**src/hw/rtl/zs_pkg.sv**
```systemverilog
// zs_pkg: shared constants for the z-score standardisation block.
// No dependencies; compiled first.
package zs_pkg;

	localparam int MAX_SAMPLES_DEF = 64;
	localparam int SAMPLE_BITS_DEF = 16;

	localparam int Z_W        = 16;  // Q5.11 result width
	localparam int IDX_W      = 6;   // result index field width
	localparam int FRAC_SHIFT = 24;  // (2 * 2^11)^2 scaling of the squared ratio
	localparam int QUOT_W     = 32;  // quotient bits kept by the divider
	localparam int ROOT_W     = QUOT_W / 2;

	localparam logic [Z_W-1:0] Z_POS_MAX = 16'h7FFF;

endpackage

```
**src/hw/rtl/zs_if.sv**
```systemverilog
// zs_in_if / zs_out_if: valid/ready channels for samples and results.
// Depends on zs_pkg.
interface zs_in_if
	import zs_pkg::*;
#(
	parameter int SAMPLE_BITS = SAMPLE_BITS_DEF
);
	logic                          valid;
	logic                          ready;
	logic signed [SAMPLE_BITS-1:0] sample;
	logic                          block_end;

	modport source (output valid, sample, block_end, input ready);
	modport sink   (input valid, sample, block_end, output ready);
endinterface

interface zs_out_if
	import zs_pkg::*;
();
	logic                    valid;
	logic                    ready;
	logic signed [Z_W-1:0]   z_value;
	logic        [IDX_W-1:0] sample_index;
	logic                    final_result;
	logic                    flat_input;
	logic                    overflowed;

	modport source (output valid, z_value, sample_index, final_result, flat_input,
		overflowed, input ready);
	modport sink   (input valid, z_value, sample_index, final_result, flat_input,
		overflowed, output ready);
endinterface

```
**src/hw/rtl/zscore_standardize_top.sv**
```systemverilog
// zscore_standardize_top: block z-score standardisation, population deviation.
// Depends on zs_pkg and the channel interfaces in zs_if.sv.
//
// Samples are taken one word per cycle while loading into a sample memory (registered
// read) until a word with block_end closes the block; words beyond MAX_SAMPLES are
// dropped and flagged on every result of that block. The block then reads the memory
// back twice. The first pass steps through read, deviation, square and accumulate
// states for each sample and sums the squared deviations d = n*x - S. The second pass
// emits one word per sample in load order: read, multiply and square, then a restoring
// divider (n*d^2*2^24 / sum of squares) and a bit-serial square root. A flat block
// skips divider and root (z forced to zero). The sample channel is ready only while
// loading; no clearing pass is needed after reset.
module zscore_standardize_top
	import zs_pkg::*;
#(
	parameter int MAX_SAMPLES = MAX_SAMPLES_DEF,
	parameter int SAMPLE_BITS = SAMPLE_BITS_DEF
) (
	input  logic  clk,
	input  logic  arst_n,
	zs_in_if.sink    samples,
	zs_out_if.source results
);

	localparam int IW   = (MAX_SAMPLES > 1) ? $clog2(MAX_SAMPLES) : 1;
	localparam int CW   = $clog2(MAX_SAMPLES + 1);
	localparam int SW   = SAMPLE_BITS + IW;          // running sum
	localparam int DW   = SW + 1;                    // signed deviation n*x - S
	localparam int MW   = SW;                        // deviation magnitude
	localparam int PW   = 2 * MW;                    // squared magnitude
	localparam int QW   = PW + IW;                   // sum of squares
	localparam int RNW  = PW + CW;                   // n * d^2
	localparam int RW   = RNW + FRAC_SHIFT;          // dividend
	localparam int SRW  = ROOT_W + 2;                // root remainder

	typedef enum logic [3:0] {
		LOAD, Q_RD, Q_D, Q_SQ, Q_ACC, Z_RD, Z_D, Z_SQ, Z_RN, DIV, ROOT, EMIT
	} state_t;

	state_t state_q;

	// sample memory
	logic signed [SAMPLE_BITS-1:0] mem [MAX_SAMPLES];
	logic signed [SAMPLE_BITS-1:0] rdata_q;

	logic [CW-1:0]        cnt_q;     // loaded samples
	logic signed [SW-1:0] sum_q;
	logic                 ovf_q;
	logic [IW-1:0]        idx_q;
	logic [QW-1:0]        q_q;       // sum of squared deviations

	logic signed [DW-1:0] d_s1;
	logic [PW-1:0]        sq_s2;
	logic                 neg_s2;

	logic [QW-1:0]        rem_q;
	logic [QUOT_W-1:0]    rlo_q;
	logic [QUOT_W-1:0]    quot_q;
	logic [QUOT_W-1:0]    num_q;
	logic [ROOT_W-1:0]    root_q;
	logic [SRW-1:0]       srem_q;
	logic [4:0]           step_q;

	logic signed [Z_W-1:0] z_q;
	logic                  last_q;

	logic                  take;
	logic                  room;
	logic                  idx_last;
	logic signed [DW-1:0]  nx;
	logic [MW-1:0]         mag;
	logic [RNW-1:0]        rn;
	logic [RW-1:0]         dividend;

	// divider step
	logic [QW:0]           div_cat;
	logic                  div_ge;
	logic [QW-1:0]         rem_nxt;
	logic [QUOT_W-1:0]     quot_nxt;

	// root step
	logic [SRW+1:0]        sq_cat;
	logic [SRW+1:0]        sq_trial;
	logic                  sq_ge;
	logic [ROOT_W-1:0]     root_nxt;
	logic [ROOT_W:0]       k_sum;
	logic [ROOT_W-1:0]     k_mag;

	assign take     = samples.valid && samples.ready;
	assign room     = (cnt_q < CW'(MAX_SAMPLES));
	assign idx_last = ((CW'(idx_q) + CW'(1)) == cnt_q);

	// deviation from the registered memory word
	assign nx  = DW'($signed({1'b0, cnt_q})) * DW'(rdata_q);
	assign mag = d_s1[DW-1] ? MW'(-d_s1) : MW'(d_s1);

	// n * d^2, loaded straight into the divider
	assign rn       = RNW'(sq_s2) * RNW'(cnt_q);
	assign dividend = {rn, {FRAC_SHIFT{1'b0}}};

	assign div_cat  = {rem_q, rlo_q[QUOT_W-1]};
	assign div_ge   = (div_cat >= {1'b0, q_q});
	assign rem_nxt  = div_ge ? QW'(div_cat - {1'b0, q_q}) : QW'(div_cat);
	assign quot_nxt = {quot_q[QUOT_W-2:0], div_ge};

	assign sq_cat   = {srem_q, num_q[QUOT_W-1:QUOT_W-2]};
	assign sq_trial = (SRW+2)'({root_q, 2'b01});
	assign sq_ge    = (sq_cat >= sq_trial);
	assign root_nxt = {root_q[ROOT_W-2:0], sq_ge};
	// k = (root + 1) / 2 rounds the half-step odd bound back to a magnitude
	assign k_sum    = {1'b0, root_nxt} + (ROOT_W+1)'(1);
	assign k_mag    = k_sum[ROOT_W:1];

	always_ff @(posedge clk) begin
		if (take && room) begin
			mem[cnt_q[IW-1:0]] <= samples.sample;
		end
		rdata_q <= mem[idx_q];
	end

	always_ff @(posedge clk or negedge arst_n) begin
		if (!arst_n) begin
			state_q <= LOAD;
			cnt_q   <= '0;
			sum_q   <= '0;
			ovf_q   <= 1'b0;
			idx_q   <= '0;
			q_q     <= '0;
			d_s1    <= '0;
			sq_s2   <= '0;
			neg_s2  <= 1'b0;
			rem_q   <= '0;
			rlo_q   <= '0;
			quot_q  <= '0;
			num_q   <= '0;
			root_q  <= '0;
			srem_q  <= '0;
			step_q  <= '0;
			z_q     <= '0;
			last_q  <= 1'b0;
		end else begin
			unique case (state_q)
				LOAD: begin
					if (take) begin
						if (room) begin
							cnt_q <= cnt_q + CW'(1);
							sum_q <= sum_q + SW'(samples.sample);
						end else begin
							ovf_q <= 1'b1;
						end
						if (samples.block_end) begin
							idx_q   <= '0;
							q_q     <= '0;
							state_q <= Q_RD;
						end
					end
				end
				Q_RD: state_q <= Q_D;
				Q_D: begin
					d_s1    <= nx - DW'(sum_q);
					state_q <= Q_SQ;
				end
				Q_SQ: begin
					sq_s2   <= PW'(mag) * PW'(mag);
					state_q <= Q_ACC;
				end
				Q_ACC: begin
					q_q <= q_q + QW'(sq_s2);
					if (idx_last) begin
						idx_q <= '0;
					end else begin
						idx_q <= idx_q + IW'(1);
					end
					state_q <= idx_last ? Z_RD : Q_RD;
				end
				Z_RD: state_q <= Z_D;
				Z_D: begin
					d_s1   <= nx - DW'(sum_q);
					last_q <= idx_last;
					if (q_q == '0) begin
						z_q     <= '0;
						state_q <= EMIT;
					end else begin
						state_q <= Z_SQ;
					end
				end
				Z_SQ: begin
					sq_s2   <= PW'(mag) * PW'(mag);
					neg_s2  <= d_s1[DW-1];
					state_q <= Z_RN;
				end
				Z_RN: begin
					// divider: dividend loaded on entry, one quotient bit a cycle
					rem_q   <= QW'(dividend[RW-1:QUOT_W]);
					rlo_q   <= dividend[QUOT_W-1:0];
					quot_q  <= '0;
					step_q  <= '0;
					state_q <= DIV;
				end
				DIV: begin
					rem_q  <= rem_nxt;
					rlo_q  <= {rlo_q[QUOT_W-2:0], 1'b0};
					quot_q <= quot_nxt;
					if (step_q == 5'd31) begin
						num_q   <= quot_nxt;
						root_q  <= '0;
						srem_q  <= '0;
						step_q  <= '0;
						state_q <= ROOT;
					end else begin
						step_q <= step_q + 5'd1;
					end
				end
				ROOT: begin
					srem_q <= sq_ge ? SRW'(sq_cat - sq_trial) : SRW'(sq_cat);
					root_q <= root_nxt;
					num_q  <= {num_q[QUOT_W-3:0], 2'b00};
					step_q <= step_q + 5'd1;
					if (step_q == 5'd15) begin
						if (neg_s2) begin
							z_q <= Z_W'(-$signed({1'b0, k_mag}));
						end else if (k_mag > Z_POS_MAX) begin
							z_q <= Z_POS_MAX;
						end else begin
							z_q <= k_mag;
						end
						state_q <= EMIT;
					end
				end
				EMIT: begin
					if (results.ready) begin
						if (last_q) begin
							cnt_q   <= '0;
							sum_q   <= '0;
							ovf_q   <= 1'b0;
							idx_q   <= '0;
							state_q <= LOAD;
						end else begin
							idx_q   <= idx_q + IW'(1);
							state_q <= Z_RD;
						end
					end
				end
				default: state_q <= LOAD;
			endcase
		end
	end

	assign samples.ready        = (state_q == LOAD);
	assign results.valid        = (state_q == EMIT);
	assign results.z_value      = z_q;
	assign results.sample_index = IDX_W'(idx_q);
	assign results.final_result = last_q;
	assign results.flat_input   = (q_q == '0);
	assign results.overflowed   = ovf_q;

endmodule

```
**src/flat_wrapper.sv**
```systemverilog
// flat-port wrapper written by rule: the top's interface ports become plain ports
module zscore_standardize_top_flat import zs_pkg::*;
#(
	parameter int MAX_SAMPLES = MAX_SAMPLES_DEF,
	parameter int SAMPLE_BITS = SAMPLE_BITS_DEF
)
  (clk, arst_n, samples_valid, samples_sample, samples_block_end, samples_ready, results_valid, results_z_value, results_sample_index, results_final_result, results_flat_input, results_overflowed, results_ready);
  zs_in_if #(.SAMPLE_BITS(SAMPLE_BITS)) samples_i ();
  zs_out_if results_i ();
  input  logic clk;
  input  logic arst_n;
  input wire logic [$bits(samples_i.valid)-1:0] samples_valid;
  input wire logic [$bits(samples_i.sample)-1:0] samples_sample;
  input wire logic [$bits(samples_i.block_end)-1:0] samples_block_end;
  output wire logic [$bits(samples_i.ready)-1:0] samples_ready;
  output wire logic [$bits(results_i.valid)-1:0] results_valid;
  output wire logic [$bits(results_i.z_value)-1:0] results_z_value;
  output wire logic [$bits(results_i.sample_index)-1:0] results_sample_index;
  output wire logic [$bits(results_i.final_result)-1:0] results_final_result;
  output wire logic [$bits(results_i.flat_input)-1:0] results_flat_input;
  output wire logic [$bits(results_i.overflowed)-1:0] results_overflowed;
  input wire logic [$bits(results_i.ready)-1:0] results_ready;
  assign samples_i.valid = samples_valid;
  assign samples_i.sample = samples_sample;
  assign samples_i.block_end = samples_block_end;
  assign samples_ready = samples_i.ready;
  assign results_valid = results_i.valid;
  assign results_z_value = results_i.z_value;
  assign results_sample_index = results_i.sample_index;
  assign results_final_result = results_i.final_result;
  assign results_flat_input = results_i.flat_input;
  assign results_overflowed = results_i.overflowed;
  assign results_i.ready = results_ready;
  zscore_standardize_top #(.MAX_SAMPLES(MAX_SAMPLES), .SAMPLE_BITS(SAMPLE_BITS)) u_core (.clk(clk), .arst_n(arst_n), .samples(samples_i), .results(results_i));
endmodule
```
**config.mk**
```make
export PLATFORM = sky130hd
export DESIGN_NAME = zscore_standardize_top_flat
export DESIGN_NICKNAME = d
export VERILOG_FILES = /design/src/hw/rtl/zs_pkg.sv /design/src/hw/rtl/zs_if.sv /design/src/hw/rtl/zscore_standardize_top.sv /design/src/flat_wrapper.sv
export SDC_FILE = /design/constraint.sdc
export NUM_CORES = 2
export LEC_CHECK = 0
export BUFFER_PORTS_ARGS = -buffer_cell sky130_fd_sc_hd__buf_4
export CORE_MARGIN = 2
export CORE_UTILIZATION = 26
export CTS_CLUSTER_DIAMETER = 200
export CTS_CLUSTER_SIZE = 28
export DETAILED_ROUTE_END_ITERATION = 8
export PLACE_DENSITY = 0.37
export SLEW_MARGIN = 40
export SYNTH_ARGS = -nofsm -noshare
export SYNTH_HDL_FRONTEND = slang
export SYNTH_SLANG_ARGS = --single-unit
```
**constraint.sdc**
```tcl
create_clock -name clk -period 23.7 [get_ports clk]
set_input_delay 0 -clock clk [delete_from_list [all_inputs] [get_ports clk]]
set_output_delay 0 -clock clk [all_outputs]
set_load 0.03 [all_outputs]
```
==> results.yml <==
run_status:
  status: "finished, final reports clean"
clock_network:
  cts_tree: "done"
  cts_made_buffers: 56
  clockRootBuffer: "clkbuf_16"
  cts_setup_buffers: 0
  clock_sinks: 1374
  clk_latency_ns: 0.79
  clkTransAtPathRegs_ns: 0.13
  clock_path_buffers: 3
  h-tree-depth: 2
critical_path:
  critPathRequiredTime_ns: 24.35
  start_kind: "register"
  path_max_fanout: 18
  startpoint: "u_core.d_s1[0]$_DFFE_PN0P_"
  reg2reg_to: "u_core.sq_s2[43]$_DFFE_PN0P_"
  crit_path_end: "u_core.sq_s2[43]$_DFFE_PN0P_"
  cp_slowest_cell: "clkinv_1"
  cp-end-kind: "register"
  timing.rr.start: "u_core.d_s1[0]$_DFFE_PN0P_"
  crit_type: "register to register"
  r2r_slack_ns: 13.61
  slowest_delay_ns: 0.72
  ff2ff_path_depth: 33
  path_common_cell: "fa_1"
  arrival_ns: 10.74
yosys:
  synth_warnings: 0
  synthTopCellsByCount: "1024 x edfxtp_1, 861 x inv_1, 828 x nand2_1"
  synth_area_leaders: "edfxtp_1 35%, fa_1 15%, dfrtp_1 9.5%"
  ys_ff_latch: 1374
  syn_avg_cell_area_sq_um: 12.2
  yosysMostFrequentCell: "edfxtp_1"
  synth_top_area_share_pct: 34.9
  synthFlopType: "edfxtp_1"
  syn_area_sq_um: 88000
  ys_seq_area_share_pct: 44.8
  synth_cells: 7223
  synth_cell_types: 86
  synth_top_area_cell: "edfxtp_1"
  async_reset_ff_share_pct: 24.3
  synth_edf_count: 1024
cells_and_area:
  area_delta_synth_final_pct: 9.66
  drive_gt1_share_pct: 10.0
  fin_nets: 8268
  design_area_sq_um: 96500
die:
  initial_core_util_pct: 26.1
  dieHeight_um: 586
  num_rows: 213
  core_area_sq_um: 337000
  die_area_sq_um: 343000
  ioPinCount: 48
  die_w_um: 586
sta:
  setup_violations: 0
  slew_headroom_pct: 40.0
  tightestPinTransition_ns: 0.895
  maxClockFrequency_ghz: 0.0991
  finalCriticalPeriod_ns: 10.09
  timing.setup.tns_ns: 0
  fin_hold_ws_ns: 0.109
  skew_ns: 0.0545
  slew_violations: 0
  rsz0062_at_grt: "no"
  hold_viol_final: 0
  post-route-period-util_pct: 42.6
run:
  maxCapViolCount: 0
global_route:
  grt_overflow: 0
  grt_start_max_net_pins: 95
  grt_usage_pct: 15.5
  grt_pass1_wl_mm: 400
  antenna_found_initial: 14
  first_global_vias: 58600
detailed_routing:
  drcViolationCount: 0
  drtAntennaViolNets: 0
  routedWlPerCell_um: 22.7
  wl_met1_mm: 122
  avgViaCountPerCell: 4.69
  firstDrtPassIters: 5
  drtIter0Drc: 3509
  routed_wirelength_mm: 267
  wl_met3_mm: 7.00
  dr_total_vias: 55100
  topRoutingLayerUsed: "met5"
  wl_met2_mm: 134
hold_path:
  hold_path.class: "primary input to register"
  hp-start: "samples_sample[2]"
place:
  place_area_sq_um: 94400
  port_buffers: 47
  dpl.hpwl_mm: 189
  gp_congestion: 0.805
==> cell usage in the layout, fill, tap and decap left out, types with 39 or more instances in the layout <==
master,count
edfxtp_1,1024
inv_1,860
nand2_1,826
fa_1,653
ha_1,417
o21ai_0,366
mux4_2,336
dfrtp_1,323
nor2_1,295
a21oi_1,275
buf_4,185
xnor2_1,164
and2_1,137
a21o_1,132
xor2_1,111
nand3_1,108
nor3_1,63
clkbuf_16,56
mux2i_1,54
a31oi_1,50
nand2b_1,41
a22o_1,40
o31ai_1,39
==> sequential cells by signal (all words and copies together) (netlist names) <==
signal                       flops
u_core.results.final_result      1
u_core.cnt_q                     7
u_core.rem_q                    50
u_core.results.z_value          16
u_core.step_q                    5
u_core.results.sample_index      6
u_core.mem                    1024
u_core.quot_q                   31
u_core.d_s1                     23
u_core.rdata_q                  16
u_core.neg_s2                    1
u_core.state_q                   4
u_core.num_q                    32
u_core.sq_s2                    43
u_core.rlo_q                     8
u_core.results.overflowed        1
u_core.sum_q                    22
u_core.q_q                      50
u_core.srem_q                   18
u_core.root_q                   16
==> per-stage QoR <==
| step | instances | utilization (%) | setup slack [ns] |
|---|---|---|---|
| global placement | 11600 | 27.9 | 13.55 |
| finish | 11700 | 28.7 | 13.61 |
| CTS | 11700 | 28.6 | 13.48 |
| floorplan | 7226 | - | 14.70 |
| detailed placement | 11600 | 28.0 | 13.50 |
| global route | 11700 | 28.6 | 12.90 |
==> cell type report <==
class                   instances  area [sq um]
diodes                          6          15.0
clock buffers                  95          1560
clock inverters                 8           160
fillers                     34700        240000
inverters                     867          3250
multi-input cells            4644         44300
flip-flops and latches       1374         39500
well taps                    4515          5650
repair buffers                234          2110
==> critical path: cells and delay by family, from the launching register on <==
family                     cells  cell delay, ns
adders and majority gates      9            3.94
AOI/OAI and AO/OA              8            1.84
and+or+nand+nor                7            1.86
buffers and inverters          7            1.17
xor gates and xnor gates       2            0.55
DFF                            1            0.61
==> worst min path at each step <==
stage                                              end  slack (ns)  cells past startpoint
after floorplan            u_core.cnt_q[0]$_DFFE_PN0P_       -0.30                      0
after global placement       u_core.q_q[7]$_DFFE_PN0P_        0.05                      1
after detailed placement  u_core.rlo_q[27]$_DFFE_PN0N_        0.05                      1
after CTS                   u_core.mem[2][9]$_DFFE_PP_        0.05                      2
after global routing        u_core.mem[2][9]$_DFFE_PP_        0.09                      2
final                       u_core.mem[5][2]$_DFFE_PP_        0.11                      2
==> routing by layer <==
layer / global-route usage, % / vias to the layer above
met5: 0 / -
met4: 2.60 / 2
met3: 1.16 / 176
met2: 27.4 / 703
met1: 21.1 / 29100
li1: - / 25100
==> logic make-up (layout without fill, tap and decap cells) <==
logic type	after synthesis	count (layout)	share of synthesized area, %
compound gates	1167	1167	8.29
mux	396	396	9.29
xor+xnor	284	284	2.87
fa+ha+maj	1071	1071	20.8
simple gates	1721	1721	8.78
flops	1374	1374	44.8
buf+inv	1208	1204	5.17
other cells	2	11	0.00853
==> timing repair <==
| item | in CTS | in global routing |
|---|---|---|
| gates resized for setup | 0 | 0 |
| hold buffers | 23 | 0 |
| endpoints found under the hold margin | 931 | 0 |
Power is left out: the tool's default activity adds up to more than one toggle a clock period on the data nets, which glitch-free logic cannot reach.
